### src/rtl/core/base64_stream_codec_core_macros.svh
// Assertion macros for the codec RTL.
`ifndef BASE64_STREAM_CODEC_CORE_MACROS_SVH
`define BASE64_STREAM_CODEC_CORE_MACROS_SVH

`ifndef SYNTHESIS

// Same-cycle implication, checked out of reset.
`define B64C_ASSERT_NOW(lbl, clk, rstn, ante, cons) \
    lbl: assert property (@(posedge clk) disable iff (!rstn) (ante) |-> (cons)) \
        else $error("codec assertion failed");

// Next-cycle implication, checked out of reset.
`define B64C_ASSERT_NEXT(lbl, clk, rstn, ante, cons) \
    lbl: assert property (@(posedge clk) disable iff (!rstn) (ante) |=> (cons)) \
        else $error("codec assertion failed");

`else

`define B64C_ASSERT_NOW(lbl, clk, rstn, ante, cons)
`define B64C_ASSERT_NEXT(lbl, clk, rstn, ante, cons)

`endif

`endif

### src/rtl/core/b64c_pkg.sv
package b64c_pkg;

    localparam int unsigned MaxRes = 4;
    localparam int unsigned ResCntW = 3;

    localparam logic [7:0] AsciiPad   = 8'h3D;
    localparam logic [7:0] AsciiUpA   = 8'h41;
    localparam logic [7:0] AsciiUpZ   = 8'h5A;
    localparam logic [7:0] AsciiLowA  = 8'h61;
    localparam logic [7:0] AsciiLowZ  = 8'h7A;
    localparam logic [7:0] AsciiZero  = 8'h30;
    localparam logic [7:0] AsciiNine  = 8'h39;
    localparam logic [7:0] AsciiPlus  = 8'h2B;
    localparam logic [7:0] AsciiSlash = 8'h2F;
    localparam logic [7:0] AsciiMinus = 8'h2D;
    localparam logic [7:0] AsciiUnder = 8'h5F;

    // Configuration register indexes (paddr bit 2).
    localparam logic REG_DIRECTION = 1'b0;
    localparam logic REG_ALPHABET  = 1'b1;

    localparam logic DIR_ENCODE = 1'b0;
    localparam logic ALPH_STD   = 1'b0;

    typedef enum logic [1:0] {
        STATUS_OK   = 2'd0,
        STATUS_CHAR = 2'd1,
        STATUS_LEN  = 2'd2
    } b64c_status_t;

    typedef struct packed {
        logic [7:0]   data;
        logic         valid;
        logic         last;
        b64c_status_t status;
    } b64c_res_t;

    typedef struct packed {
        logic [5:0] leftover_bits;
        logic [2:0] leftover_count;
        logic [1:0] phase;
        logic       seen_four;
        logic [1:0] pad_seen;
        logic       char_error;
    } b64c_state_t;

    typedef struct packed {
        logic       ok;
        logic [5:0] value;
    } b64c_val_t;

    function automatic logic [7:0] sym_of(input logic [5:0] v, input logic alph);
        logic [7:0] c;
        if (v < 6'd26) begin
            c = AsciiUpA + {2'b00, v};
        end else if (v < 6'd52) begin
            c = AsciiLowA + {2'b00, v - 6'd26};
        end else if (v < 6'd62) begin
            c = AsciiZero + {2'b00, v - 6'd52};
        end else if (v == 6'd62) begin
            c = alph ? AsciiMinus : AsciiPlus;
        end else begin
            c = alph ? AsciiUnder : AsciiSlash;
        end
        return c;
    endfunction

    function automatic b64c_val_t val_of(input logic [7:0] c, input logic alph);
        b64c_val_t r;
        r = '0;
        if (c >= AsciiUpA && c <= AsciiUpZ) begin
            r.ok = 1'b1;
            r.value = 6'(c - AsciiUpA);
        end else if (c >= AsciiLowA && c <= AsciiLowZ) begin
            r.ok = 1'b1;
            r.value = 6'(c - AsciiLowA + 8'd26);
        end else if (c >= AsciiZero && c <= AsciiNine) begin
            r.ok = 1'b1;
            r.value = 6'(c - AsciiZero + 8'd52);
        end else if (c == (alph ? AsciiMinus : AsciiPlus)) begin
            r.ok = 1'b1;
            r.value = 6'd62;
        end else if (c == (alph ? AsciiUnder : AsciiSlash)) begin
            r.ok = 1'b1;
            r.value = 6'd63;
        end
        return r;
    endfunction

endpackage

### src/rtl/core/b64c_step.sv
module b64c_step
    import b64c_pkg::*;
(
    input  logic                  direction,
    input  logic                  alphabet,
    input  b64c_state_t           state_cur,
    input  logic [7:0]            data_in,
    input  logic                  last_in,
    output b64c_state_t           state_next,
    output b64c_res_t [MaxRes-1:0] res,
    output logic [ResCntW-1:0]    res_count
);

    logic [13:0] enc_bits;
    logic [3:0]  enc_cnt;
    logic [11:0] dec_bits;
    logic [3:0]  dec_cnt;
    logic [1:0]  phase;
    logic [ResCntW-1:0] n;
    b64c_val_t   dv;
    logic        len_bad;

    always_comb begin
        state_next = state_cur;
        res        = '0;
        n          = '0;
        phase      = state_cur.phase;
        enc_bits   = {state_cur.leftover_bits, data_in};
        enc_cnt    = {1'b0, state_cur.leftover_count} + 4'd8;
        dv         = val_of(data_in, alphabet);
        dec_bits   = {state_cur.leftover_bits, dv.value};
        dec_cnt    = {1'b0, state_cur.leftover_count} + 4'd6;
        len_bad    = 1'b0;

        if (direction == DIR_ENCODE) begin
            // Emit every full 6-bit group; a byte yields one or two.
            for (int k = 0; k < 2; k++) begin
                if (enc_cnt >= 4'd6) begin
                    enc_cnt = enc_cnt - 4'd6;
                    res[n[1:0]].data  = sym_of(6'(enc_bits >> enc_cnt), alphabet);
                    res[n[1:0]].valid = 1'b1;
                    n     = n + 1'b1;
                    phase = phase + 2'd1;
                end
            end
            state_next.leftover_bits  = 6'(enc_bits & ((14'd1 << enc_cnt) - 14'd1));
            state_next.leftover_count = enc_cnt[2:0];
            state_next.phase          = phase;
            if (last_in) begin
                if (state_next.leftover_count != 3'd0) begin
                    res[n[1:0]].data  = sym_of(6'(state_next.leftover_bits
                                        << (3'd6 - state_next.leftover_count)), alphabet);
                    res[n[1:0]].valid = 1'b1;
                    n     = n + 1'b1;
                    phase = phase + 2'd1;
                end
                for (int k = 0; k < 3; k++) begin
                    if (alphabet == ALPH_STD && phase != 2'd0 && n < ResCntW'(MaxRes)) begin
                        res[n[1:0]].data  = AsciiPad;
                        res[n[1:0]].valid = 1'b1;
                        n     = n + 1'b1;
                        phase = phase + 2'd1;
                    end
                end
                if (n != '0) begin
                    res[2'(n - 1'b1)].last = 1'b1;
                end
                state_next = '0;
            end
        end else begin
            phase = phase + 2'd1;
            state_next.phase = phase;
            if (phase == 2'd0) begin
                state_next.seen_four = 1'b1;
            end
            if (data_in == AsciiPad) begin
                if (state_cur.pad_seen >= 2'd2) begin
                    state_next.char_error = 1'b1;
                end else begin
                    state_next.pad_seen = state_cur.pad_seen + 2'd1;
                end
            end else begin
                if (state_cur.pad_seen != 2'd0 || !dv.ok) begin
                    state_next.char_error = 1'b1;
                end
                if (!state_next.char_error) begin
                    if (dec_cnt >= 4'd8) begin
                        dec_cnt = dec_cnt - 4'd8;
                        res[0].data  = 8'(dec_bits >> dec_cnt);
                        res[0].valid = 1'b1;
                        n = ResCntW'(1);
                    end
                    state_next.leftover_bits  = 6'(dec_bits & ((12'd1 << dec_cnt) - 12'd1));
                    state_next.leftover_count = dec_cnt[2:0];
                end
            end
            if (last_in) begin
                if (alphabet == ALPH_STD) begin
                    len_bad = (state_next.phase != 2'd0) || !state_next.seen_four;
                end else begin
                    len_bad = (state_next.phase == 2'd1);
                end
                if (state_next.pad_seen != 2'd0 && state_next.phase != 2'd0) begin
                    state_next.char_error = 1'b1;
                end
                // A last character that leaves no byte still closes the message.
                n = ResCntW'(1);
                res[0].last = 1'b1;
                if (len_bad) begin
                    res[0].status = STATUS_LEN;
                end else if (state_next.char_error) begin
                    res[0].status = STATUS_CHAR;
                end else begin
                    res[0].status = STATUS_OK;
                end
                state_next = '0;
            end
        end
        res_count = n;
    end

endmodule

### src/rtl/core/b64c_outbuf.sv
module b64c_outbuf
    import b64c_pkg::*;
`include "base64_stream_codec_core_macros.svh"
(
    input  logic                   aclk,
    input  logic                   aresetn,
    input  logic                   load,
    input  b64c_res_t [MaxRes-1:0] load_res,
    input  logic [ResCntW-1:0]     load_count,
    output logic                   can_load,
    output logic                   out_valid,
    input  logic                   out_ready,
    output b64c_res_t              out_res
);

    b64c_res_t [MaxRes-1:0] slot_reg, slot_next;
    logic [ResCntW-1:0]     count_reg, count_next;
    logic                   drain;

    assign out_valid = (count_reg != '0);
    assign drain     = out_valid && out_ready;
    // A new set may enter once the last waiting result leaves this cycle.
    assign can_load  = (count_reg == '0) || (count_reg == ResCntW'(1) && out_ready);
    assign out_res   = slot_reg[0];

    always_comb begin
        slot_next  = slot_reg;
        count_next = count_reg;
        if (load) begin
            slot_next  = load_res;
            count_next = load_count;
        end else if (drain) begin
            for (int i = 0; i < MaxRes - 1; i++) begin
                slot_next[i] = slot_reg[i+1];
            end
            slot_next[MaxRes-1] = '0;
            count_next = count_reg - 1'b1;
        end
    end

    always_ff @(posedge aclk) begin
        if (!aresetn) begin
            count_reg <= '0;
        end else begin
            count_reg <= count_next;
        end
    end

    always_ff @(posedge aclk) begin
        slot_reg <= slot_next;
    end

    `B64C_ASSERT_NOW(a_count_bound, aclk, aresetn, 1'b1, count_reg <= ResCntW'(MaxRes))
    `B64C_ASSERT_NOW(a_load_when_free, aclk, aresetn, load,
        count_reg == '0 || (count_reg == ResCntW'(1) && out_ready))
    `B64C_ASSERT_NEXT(a_load_shows, aclk, aresetn, load && load_count != '0,
        out_valid && count_reg == $past(load_count))
    `B64C_ASSERT_NEXT(a_drain_step, aclk, aresetn, drain && !load,
        count_reg == $past(count_reg) - 1'b1)

endmodule

### src/rtl/core/base64_stream_codec_core.sv
// Results are registered: one is offered on m_tvalid in the cycle after its input transaction.
// Throughput: one input transaction per cycle while each item yields at most one
// result and m_tready is high; the single result port sets the rate, so an item
// with more results holds off the next input until all but its last have left.
// Reset: aresetn is synchronous, active low; it clears the configuration
// (encode, standard alphabet), the message state and the result buffer.
module base64_stream_codec_core
    import b64c_pkg::*;
(
    input  logic        aclk,
    input  logic        aresetn,
    // Input stream.
    input  logic        s_tvalid,
    output logic        s_tready,
    input  logic [7:0]  s_tdata,   // [7:0] data_in
    input  logic        s_tlast,   // last_in
    // Result stream.
    output logic        m_tvalid,
    input  logic        m_tready,
    output logic [7:0]  m_tdata,   // [7:0] data_out
    output logic        m_tlast,   // last_out
    output logic [2:0]  m_tuser,   // [0] data_valid, [2:1] status
    // Configuration port.
    input  logic        psel,
    input  logic        penable,
    input  logic        pwrite,
    input  logic [2:0]  paddr,
    input  logic [31:0] pwdata,
    output logic [31:0] prdata,
    output logic        pready
);

    // Configuration registers. A write to either one also aborts any message
    // in progress, so the message state is cleared on every write.
    logic direction_reg, direction_next;
    logic alphabet_reg, alphabet_next;
    logic cfg_write;

    // Message state carried from one input transaction to the next.
    b64c_state_t state_reg, state_next;
    b64c_state_t step_state;

    b64c_res_t [MaxRes-1:0] step_res;
    logic [ResCntW-1:0]     step_count;
    logic                   s_accept;
    logic                   buf_free;
    b64c_res_t              head_res;

    assign pready    = 1'b1;
    assign cfg_write = psel && penable && pwrite && pready;

    always_comb begin
        direction_next = direction_reg;
        alphabet_next  = alphabet_reg;
        if (cfg_write) begin
            unique case (paddr[2])
                REG_DIRECTION: direction_next = pwdata[0];
                REG_ALPHABET:  alphabet_next  = pwdata[0];
                default:       direction_next = direction_reg;
            endcase
        end
    end

    always_comb begin
        unique case (paddr[2])
            REG_DIRECTION: prdata = {31'd0, direction_reg};
            REG_ALPHABET:  prdata = {31'd0, alphabet_reg};
            default:       prdata = '0;
        endcase
    end

    // The input side is ready whenever the result buffer can take a new set of
    // results in this cycle, even while an earlier result is still waiting.
    assign s_tready = buf_free;
    assign s_accept = s_tvalid && s_tready;

    // One pass of short logic turns the item and the current state into up to
    // four results and the next state.
    b64c_step u_step (
        .direction  (direction_reg),
        .alphabet   (alphabet_reg),
        .state_cur  (state_reg),
        .data_in    (s_tdata),
        .last_in    (s_tlast),
        .state_next (step_state),
        .res        (step_res),
        .res_count  (step_count)
    );

    always_comb begin
        state_next = state_reg;
        if (cfg_write) begin
            state_next = '0;
        end else if (s_accept) begin
            state_next = step_state;
        end
    end

    always_ff @(posedge aclk) begin
        if (!aresetn) begin
            direction_reg <= DIR_ENCODE;
            alphabet_reg  <= ALPH_STD;
            state_reg     <= '0;
        end else begin
            direction_reg <= direction_next;
            alphabet_reg  <= alphabet_next;
            state_reg     <= state_next;
        end
    end

    // The result buffer parts the two sides and hands out one result per
    // transaction on the master side.
    b64c_outbuf u_outbuf (
        .aclk       (aclk),
        .aresetn    (aresetn),
        .load       (s_accept),
        .load_res   (step_res),
        .load_count (step_count),
        .can_load   (buf_free),
        .out_valid  (m_tvalid),
        .out_ready  (m_tready),
        .out_res    (head_res)
    );

    assign m_tdata = head_res.data;
    assign m_tlast = head_res.last;
    assign m_tuser = {head_res.status, head_res.valid};

endmodule

### config.mk
export PLATFORM = sky130hd
export DESIGN_NAME = base64_stream_codec_core
export DESIGN_NICKNAME = d
export VERILOG_FILES = /design/src/rtl/core/b64c_pkg.sv /design/src/rtl/core/b64c_step.sv /design/src/rtl/core/b64c_outbuf.sv /design/src/rtl/core/base64_stream_codec_core.sv
export VERILOG_INCLUDE_DIRS = /design/src /design/src/rtl/core
export SDC_FILE = /design/constraint.sdc
export NUM_CORES = 1
export LEC_CHECK = 0
export ABC_AREA = 1
export BUFFER_PORTS_ARGS = -buffer_cell sky130_fd_sc_hd__buf_2
export CAP_MARGIN = 20
export CORE_MARGIN = 2
export CORE_UTILIZATION = 54
export CTS_CLUSTER_DIAMETER = 60
export DETAILED_ROUTE_END_ITERATION = 8
export PLACE_DENSITY = 0.9
export SYNTH_ARGS = -nofsm -noshare
export SYNTH_HDL_FRONTEND = slang
export SYNTH_SLANG_ARGS = --single-unit
### constraint.sdc
create_clock -name aclk -period 3.7 [get_ports aclk]
set_input_delay 0.37 -clock aclk [delete_from_list [all_inputs] [get_ports aclk]]
set_output_delay 0.37 -clock aclk [all_outputs]
set_load 0.01 [all_outputs]
* Yosys cells after proc, flatten, opt, wreduce, memory -nomap -nowiden *
Index checks and enable logic that the tools add are counted.

word-level totals
  output and inout bits = 47
  input port bits = 51
  bits in latches = 0
  memories = 0
  logic and storage cells = 317
  ROM bits = 0
  bits in registers = 68
  bits in writable memories = 0

cells by class
  $lt $le $gt $ge = 34
  shifts and indexed selects = 6
  multipliers = 0
  equal/unequal tests = 10
  mux-type cells = 152
  bitwise gates (word level) = 5
  reductions and logical operators = 44
  $add $sub $neg = 41
  div/mod/pow operators = 0

operators with widths
  kind                                                                   count
  48-bit two-way mux                                                     18
  48-bit bitwise mux                                                     11
  12-bit demux with 2-bit select                                         11
  8-bit two-way mux                                                      17
  3-bit two-way mux                                                      25
  12-bit two-way mux                                                     6
  32-bit case mux with 2 select lines                                    1
  9-bit two-way mux                                                      7
  4-bit two-way mux                                                      13
  7-bit by 6-bit adder with 8-bit output (first input constant)          6
  15-bit two-way mux                                                     3
  7-bit two-way mux                                                      6
  6-bit < comparator (second input constant)                             6
  36-bit two-way mux                                                     1
  2-bit two-way mux                                                      17
  6-bit subtractor (second input constant)                               5
  14-bit by 4-bit >> shifter with 6-bit output                           2
  6-bit by 6-bit adder with 7-bit output (first input constant)          3
  1-bit logical AND                                                      21
  6-bit == test (second input constant)                                  3
  2-bit by 3-bit < comparator with 1-bit output (second input constant)  6
  6-bit by 5-bit < comparator with 1-bit output (second input constant)  3
  6-bit by 1-bit subtractor with 6-bit output (second input constant)    3
  6-bit by 5-bit subtractor with 6-bit output (second input constant)    3
  41 further kinds                                                       95

* Depth between registers and ports, before layout *
Gate-level depths: netlist of the first run.

  word-level depth = 44
  mapped depth = 30
  gate-level depth less buffers = 28

* Cells and area by module *
A second synthesis of the first run with hierarchy kept.

unflattened totals
  cell total of the unflattened synthesis = 1306
  area, all modules = 8673.3 um^2

by module, submodules not included
  module                    area an instance (um^2)  times used  cells each
  b64c_step                 5360.1                   1           950
  b64c_outbuf               2363.5                   1           238
  base64_stream_codec_core  949.7                    1           118

* Worst setup path after synthesis of the first run *
Ideal clock, no wire load.

  path kind = reg2reg
  start point = register state_reg[7] (netlist bit)
  end point = register u_outbuf.slot_reg[21] (netlist bit), data pin
  slack = -360 ps
  setup time = 253 ps
  path buffers = 2
  required time = 3447 ps
  stages on the path, launching flop included = 28
  data arrival time = 3808 ps
  cells stage by stage = dfxtp_1 > buf_6 > inv_4 > buf_4 > ha_1 > ha_1 > inv_1 > nand3_4 > nand2_1 > nand3_1 > and2_1 > ha_1 > nor2_4 > inv_1 > or2_2 > nand2_1 > ha_1 > nor2_1 > nand2_1 > xor2_1 > inv_1 > ha_1 > nand4_1 > nand3_1 > nand2_1 > nand3_1 > nand2_1 > nand2_1

RTL lines
  item                    line                             RTL
  start, declared         base64_stream_codec_core.sv:40   b64c_state_t state_reg, state_next;
  start signal, assigned  base64_stream_codec_core.sv:107  state_reg <= state_next;
  end signal, assigned    b64c_outbuf.sv:50                slot_reg <= slot_next;
  end, declared           b64c_outbuf.sv:16                b64c_res_t [MaxRes-1:0] slot_reg, slot_next;

==> summary.txt, run 1 <==
Run status
  • Status: complete, but fails checks
  • Failing checks: setup timing

Finish
  • Fin area: 7410 sq um
  • Layout cells sized above 1: 0.153
  • Synth-to-layout area growth: 8.88%
  • Nets: 1,216
  • Antenna cells: 0
  • Number of flip-flops in the largest register: 22
  • Core Util, Final: 0.594

Clock tree
  • CTS tree: yes
  • Worst-Skew Late Latency: 0.30 ns
  • CTS Buf Count: 5
  • Hold_buf cts: 0
  • Clk slew on worst S/H paths: 0.07 ns
  • CTS Buffer Depth: 2
  • Clk root buf: clkbuf_16
  • CTS sink cnt: 52
  • CTS H-tree depth: 2

Yosys
  • Post-synth top flop: edfxtp_1
  • Yosys warns: 0
  • Number of flops mapped to enable cells by yosys: 34
  • Yosys top cell area share: 0.163
  • Most common cell in the netlist: nand2_1
  • Synth area leader: nand2_1
  • Register area share after synthesis: 0.203
  • Post-synthesis cell type count: 52
  • Mapped Cells: 1,066
  • Ys async rst share: 0
  • Synthesized area: 6800 sq um
  • Most area-consuming cells after synthesis: nand2_1 16%, edfxtp_1 15%, ha_1 12%
  • Post-synth top cells: 295 x nand2_1, 139 x nand3_1, 115 x inv_1
  • #FFs+latches synth: 52
  • Syn_area_per_cell: 6.38 sq um

Pwr
  • Power per cell area: 1030 nW/um^2
  • Reg power frac: 0.144
  • Worst vdd ir: 0.722 mV
  • P_leak: 0.00367 uW
  • Sw Ratio: 0.565
  • Combinational fraction of design power: 0.794
  • Clock power share: 0.062
  • Internal: 3330 uW
  • Psw: 4330 uW

Die
  • Die height: 116 microns
  • Ports: 98
  • Die area: 13,500 sq um
  • Core ar.: 12,500 sq um
  • Die Wd: 116 microns
  • Initial Utilization: 0.546
  • Row count: 41

Critical path
  • CP Class: flip-flop to flip-flop
  • Crit start category: flip-flop
  • Crit end category: flip-flop
  • Critical Path Max Stage Delay: 0.41 ns
  • Crit path top cell by count: ha_4
  • Origin of the critical flop-to-flop path: state_reg[8]
  • CP Data Required Time: 3.75 ns
  • CP Max Fanout: 6
  • Crit path DAT: 3.81 ns
  • Setup crit start: state_reg[8]
  • Crit path max-delay cell type: dfxtp_4

Routing
  • Wire per inst: 15.4 microns
  • DR pass1 iterations: 8
  • Routed wire length: 19.5 mm
  • # DRC: 0
  • Via density: 5.66
  • Starting DRC count in detailed routing: 877
  • Via Count: 7,197
  • Final antenna-violating net count: 0

Place
  • Pre-CTS setup slack: -0.0616 ns
  • Dpl cell area: 7040 sq um
  • I/O Buffers: 32
  • Hpwl dp: 14.3 mm
  • Gpl congestion: 0.985

Timing
  • Post-route minimum period: 3.76 ns
  • Slew @ Worst Pin: 0.645 ns
  • Final worst slack: -0.0585 ns
  • Max_slew headroom: 0.566
  • Setup TNS: -0.226 ns
  • Fin crit share: 1.02
  • Setup-failing EPs final: 8
  • Unrepaired setup endpoints after global routing: true
  • Final Hold Violating Endpoints: 0
  • Clk_skew: 0.00967 ns
  • Fmax: 0.266 GHz
  • Pins Over Slew Limit: 0
  • Hold Slack: 0.350 ns

Min path
  • Worst min-delay path category: input pin to flip-flop
  • Worst Hold Launch: pwdata[0]

Global route
  • Number of global-route vias before repair: 6,305
  • Total gr overflow: 0
  • Pin count of the biggest net entering global routing: 30
  • Initial antenna violation count: 0
  • GRT Util Overall: 0.276
  • First-pass GRT wire length: 30.0 mm

Run
  • Max-cap viol count: 0
routing by layer:
layer  vias to the layer above  wire length [microns]  global-route usage
li1                       3466                      -                   -
met1                      3210                   7980               0.375
met2                       443                   9080               0.455
met3                        78                   1720              0.0239
met4                         0                    758               0.110
met5                         -                      0                   0
what timing repair did:
item                                    CTS  global route
endpoints found under the hold margin     0             0
endpoints found under the setup margin   22            34
gates resized for setup                   5            38
gates cloned                              0             0
buffers inserted                          2             5
pin swaps                                 2            15
per-stage QoR:
| stage | std cells | power, uW |
|---|---|---|
| 6_report | 1271 | 7660 |
| 5_1_grt | 1271 | 8350 |
| 4_1_cts | 1266 | 6890 |
| 3_5_place_dp | 1256 | 6260 |
| 3_3_place_gp | 1256 | 6110 |
| 2_1_floorplan | 1096 | 5210 |
cell usage in the layout, fill, tap and decap left out, types with 5 or more instances in the layout:
master	count
nand3_1	134
inv_1	107
inv_2	19
dfxtp_1	15
ha_1	57
inv_4	5
nor2_4	5
nand2_2	15
a21oi_2	6
nor3_1	7
nor2_1	85
nor2_2	6
o21ai_0	54
nand2_1	287
a31oi_1	6
o22ai_1	6
nand2_4	7
buf_2	32
nand3_2	8
o21ai_1	11
conb_1	32
buf_4	29
xor2_1	15
edfxtp_1	34
nand4_1	12
clkbuf_16	5
a21oi_1	40
xnor2_1	9
o21ai_2	5
ha_4	6
layout make-up:
type | count | area (sq um)
Clock buffer | 6 | 129
Clock inverter | 2 | 15.0
Fill cell | 1117 | 5060
Inverter | 130 | 498
Multi-Input combinational cell | 847 | 4770
Sequential cell | 52 | 1390
Tap cell | 172 | 215
Timing Repair Buffer | 62 | 389
logic make-up after synthesis:
group,after synthesis,share of synthesized area
simple gates,581,0.381
flops,52,0.203
fa+ha+maj,67,0.124
compound gates,142,0.118
xor+xnor,25,0.0322
other cells,2,0.00110
buf+inv,197,0.140
power groups by stage:
stage          logic, uW  registers (uW)  clock network [uW]
2_1_floorplan       4130            1080                   0
3_3_place_gp        5020            1090                   0
3_5_place_dp        5160            1100                   0
4_1_cts             5330            1090                 469
5_1_grt             6730            1130                 492
6_report            6090            1100                 473
worst max-delay path, delay by kind of cell (launching register included):
family                     cells  cell delay, ns
adders and majority gates      4            0.62
buffers and inverters          4            0.33
and+or+nand+nor               17            2.15
DFF                            1            0.41
path summary, 6_finish.rpt:
kind                                              end  slack (ns)  cells after the start
worst max-delay path            u_outbuf.slot_reg[21]       -0.06                     25
worst max register to register  u_outbuf.slot_reg[21]       -0.06                     25
worst min-delay path                     alphabet_reg        0.35                      3
worst min register to register           state_reg[0]        0.51                      2
(Power assumes the default switching activity.)
==> inputs of run 2 (changes only) <==
--- a/config.mk
+++ b/config.mk
@@ -10,10 +10,10 @@
 export BUFFER_PORTS_ARGS = -buffer_cell sky130_fd_sc_hd__buf_2
 export CAP_MARGIN = 20
 export CORE_MARGIN = 2
-export CORE_UTILIZATION = 54
+export CORE_UTILIZATION = 60
 export CTS_CLUSTER_DIAMETER = 60
 export DETAILED_ROUTE_END_ITERATION = 8
-export PLACE_DENSITY = 0.9
+export PLACE_DENSITY = 0.94
 export SYNTH_ARGS = -nofsm -noshare
 export SYNTH_HDL_FRONTEND = slang
 export SYNTH_SLANG_ARGS = --single-unit
==> constraint.sdc (replaced) <==
create_clock -name aclk -period 4.2 [get_ports aclk]
set_input_delay 0.42 -clock aclk [delete_from_list [all_inputs] [get_ports aclk]]
set_output_delay 0.42 -clock aclk [all_outputs]
set_load 0.01 [all_outputs]
==> summary.txt, run 2 (synthesis gave the netlist of run 1 again) <==
Routing
  • Routed wire length: 19.0 mm
  • Wire per inst: 15.5 microns
  • Starting DRC count in detailed routing: 960
  • Via density: 5.92
  • # DRC: 0
  • Final antenna-violating net count: 0
  • DR pass1 iterations: 6
  • Via Count: 7,252

Timing
  • Hold Slack: 0.401 ns
  • Slew @ Worst Pin: 0.643 ns
  • Fmax: 0.248 GHz
  • Fin crit share: 0.961
  • Clk_skew: 0.00504 ns
  • Post-route minimum period: 4.04 ns
  • Final Hold Violating Endpoints: 0
  • Setup-failing EPs final: 0
  • Pins Over Slew Limit: 0
  • Max_slew headroom: 0.568

Finish
  • Nets: 1,202
  • Core Util, Final: 0.650
  • Layout cells sized above 1: 0.115
  • Synth-to-layout area growth: 4.47%
  • Leading cell type in the layout, fill and taps excluded: nand2_1
  • Filler cells: 936
  • Non-filler instance count after layout: 1,225
  • Commonest non-fill, non-tap cells in the layout: 293 x nand2_1, 138 x nand3_1, 114 x inv_1, 86 x nor2_1, 66 x ha_1
  • Antenna cells: 0
  • Number of flip-flops in the largest register: 22

Pwr
  • P_leak: 0.00357 uW
  • Power per cell area: 882 nW/um^2
  • Worst vdd ir: 0.599 mV

Critical path
  • CP Max Fanout: 6
  • CP Class: flip-flop to flip-flop
  • Largest delay share family, worst path: simple AND/OR/NAND/NOR gates
  • Origin of the critical flop-to-flop path: state_reg[7]
  • Critical Path Max Stage Delay: 0.38 ns
  • CP Data Required Time: 4.26 ns
  • CP bufs+invs: 5
  • Crit path DAT: 4.10 ns
  • R2R setup slack: 0.16 ns
  • Crit start category: flip-flop
  • Setup crit start: state_reg[7]
  • Crit end category: flip-flop
  • Crit path max-delay cell type: ha_1
  • Cells on worst reg2reg path: 24
  • Critical path cell sequence: inv_4, ha_1, inv_4, nand3_1, nand3_1, and2_1, ha_1, nor2_4, buf_4, nand2_1, nand2_1, inv_1, ha_1, nor2_1, nand2_2, xor2_4, inv_1, ha_1, nand4_1, nand3_2, nand2_1, nand3_1, nand2_1, nand2_1
  • Crit path top cell by count: nand2_1
  • Critical path depth: 24

Run
  • Max-cap viol count: 0

Clock tree
  • CTS H-tree depth: 2
  • Clk slew on worst S/H paths: 0.07 ns
  • CTS sink cnt: 52
  • Hold_buf cts: 0
  • Worst-Skew Late Latency: 0.30 ns
  • CTS Buf Count: 5
  • CTS tree: yes
  • Clk root buf: clkbuf_16
  • CTS Buffer Depth: 2

Place
  • Inst Count DP: 1,213
  • Gpl congestion: 1.03
  • Hpwl dp: 14.0 mm
  • I/O Buffers: 32

Die
  • Die Wd: 110 microns
  • Ports: 98
  • Core ar.: 10,900 sq um
  • Die area: 12,200 sq um
  • Die height: 110 microns
  • Row count: 38
  • Initial Utilization: 0.622

Min path
  • Worst Hold Launch: aresetn
  • Worst min-delay path category: input pin to flip-flop
  • Depth of the worst hold-timing path: 3

Global route
  • Total gr overflow: 0
  • Pin count of the biggest net entering global routing: 30
  • First-pass GRT wire length: 30.6 mm
  • Initial antenna violation count: 0
  • GRT Util Overall: 0.297
  • Number of global-route vias before repair: 6,614

Run status
  • Status: completed
run 2: cell type report:
class | count | area (sq um) | share of cell area
multi-input combinational | 847 | 4620 | 0.649
sequential | 52 | 1390 | 0.195
inverter | 130 | 495 | 0.0697
timing repair buffer | 48 | 280 | 0.0394
tap | 140 | 175 | 0.0246
clock buffer | 6 | 139 | 0.0195
clock inverter | 2 | 13.8 | 0.00194
run 2: path summary, 6_finish.rpt:
path | endpoint
max | u_outbuf.slot_reg[19]
min | direction_reg
max reg2reg | u_outbuf.slot_reg[19]
min reg2reg | state_reg[1]
run 2: layer usage:
layer  track usage  share of wire  up-vias
met2         0.493           0.46      498
met4         0.131          0.047        0
li1              -              -     3434
met3        0.0456           0.10       99
met1         0.382           0.39     3221
met5             0              0        -
run 2: worst min-delay path, stage by stage:
cell	delay (ns)
buf_2	0.13
inv_1	0.07
a21oi_1	0.04
run 2: through the flow:
| step | power [uW] | area (sq um) | setup slack (ns) | TNS (ns) |
|---|---|---|---|---|
| after floorplan | 4500 | 6920 | 0.140 | 0 |
| after global placement | 5220 | 6880 | 0.308 | 0 |
| after detailed placement | 5390 | 6880 | 0.169 | 0 |
| after CTS | 5890 | 7030 | 0.00480 | 0 |
| after global routing | 6900 | 7110 | -0.0769 | -0.669 |
| final | 6270 | 7110 | 0.164 | 0 |
run 2: what timing repair did:
item / CTS / global route
endpoints found under the setup margin: 0 / 32
resized for setup: 0 / 15
setup buffers: 0 / 4
run 2: power breakdown:
group          leakage [uW]  internal [uW]  switching [uW]  total (uW)
logic               0.00300           1570            3290        4860
registers          0.000496            875             103         977
clock network     0.0000734            238             195         433
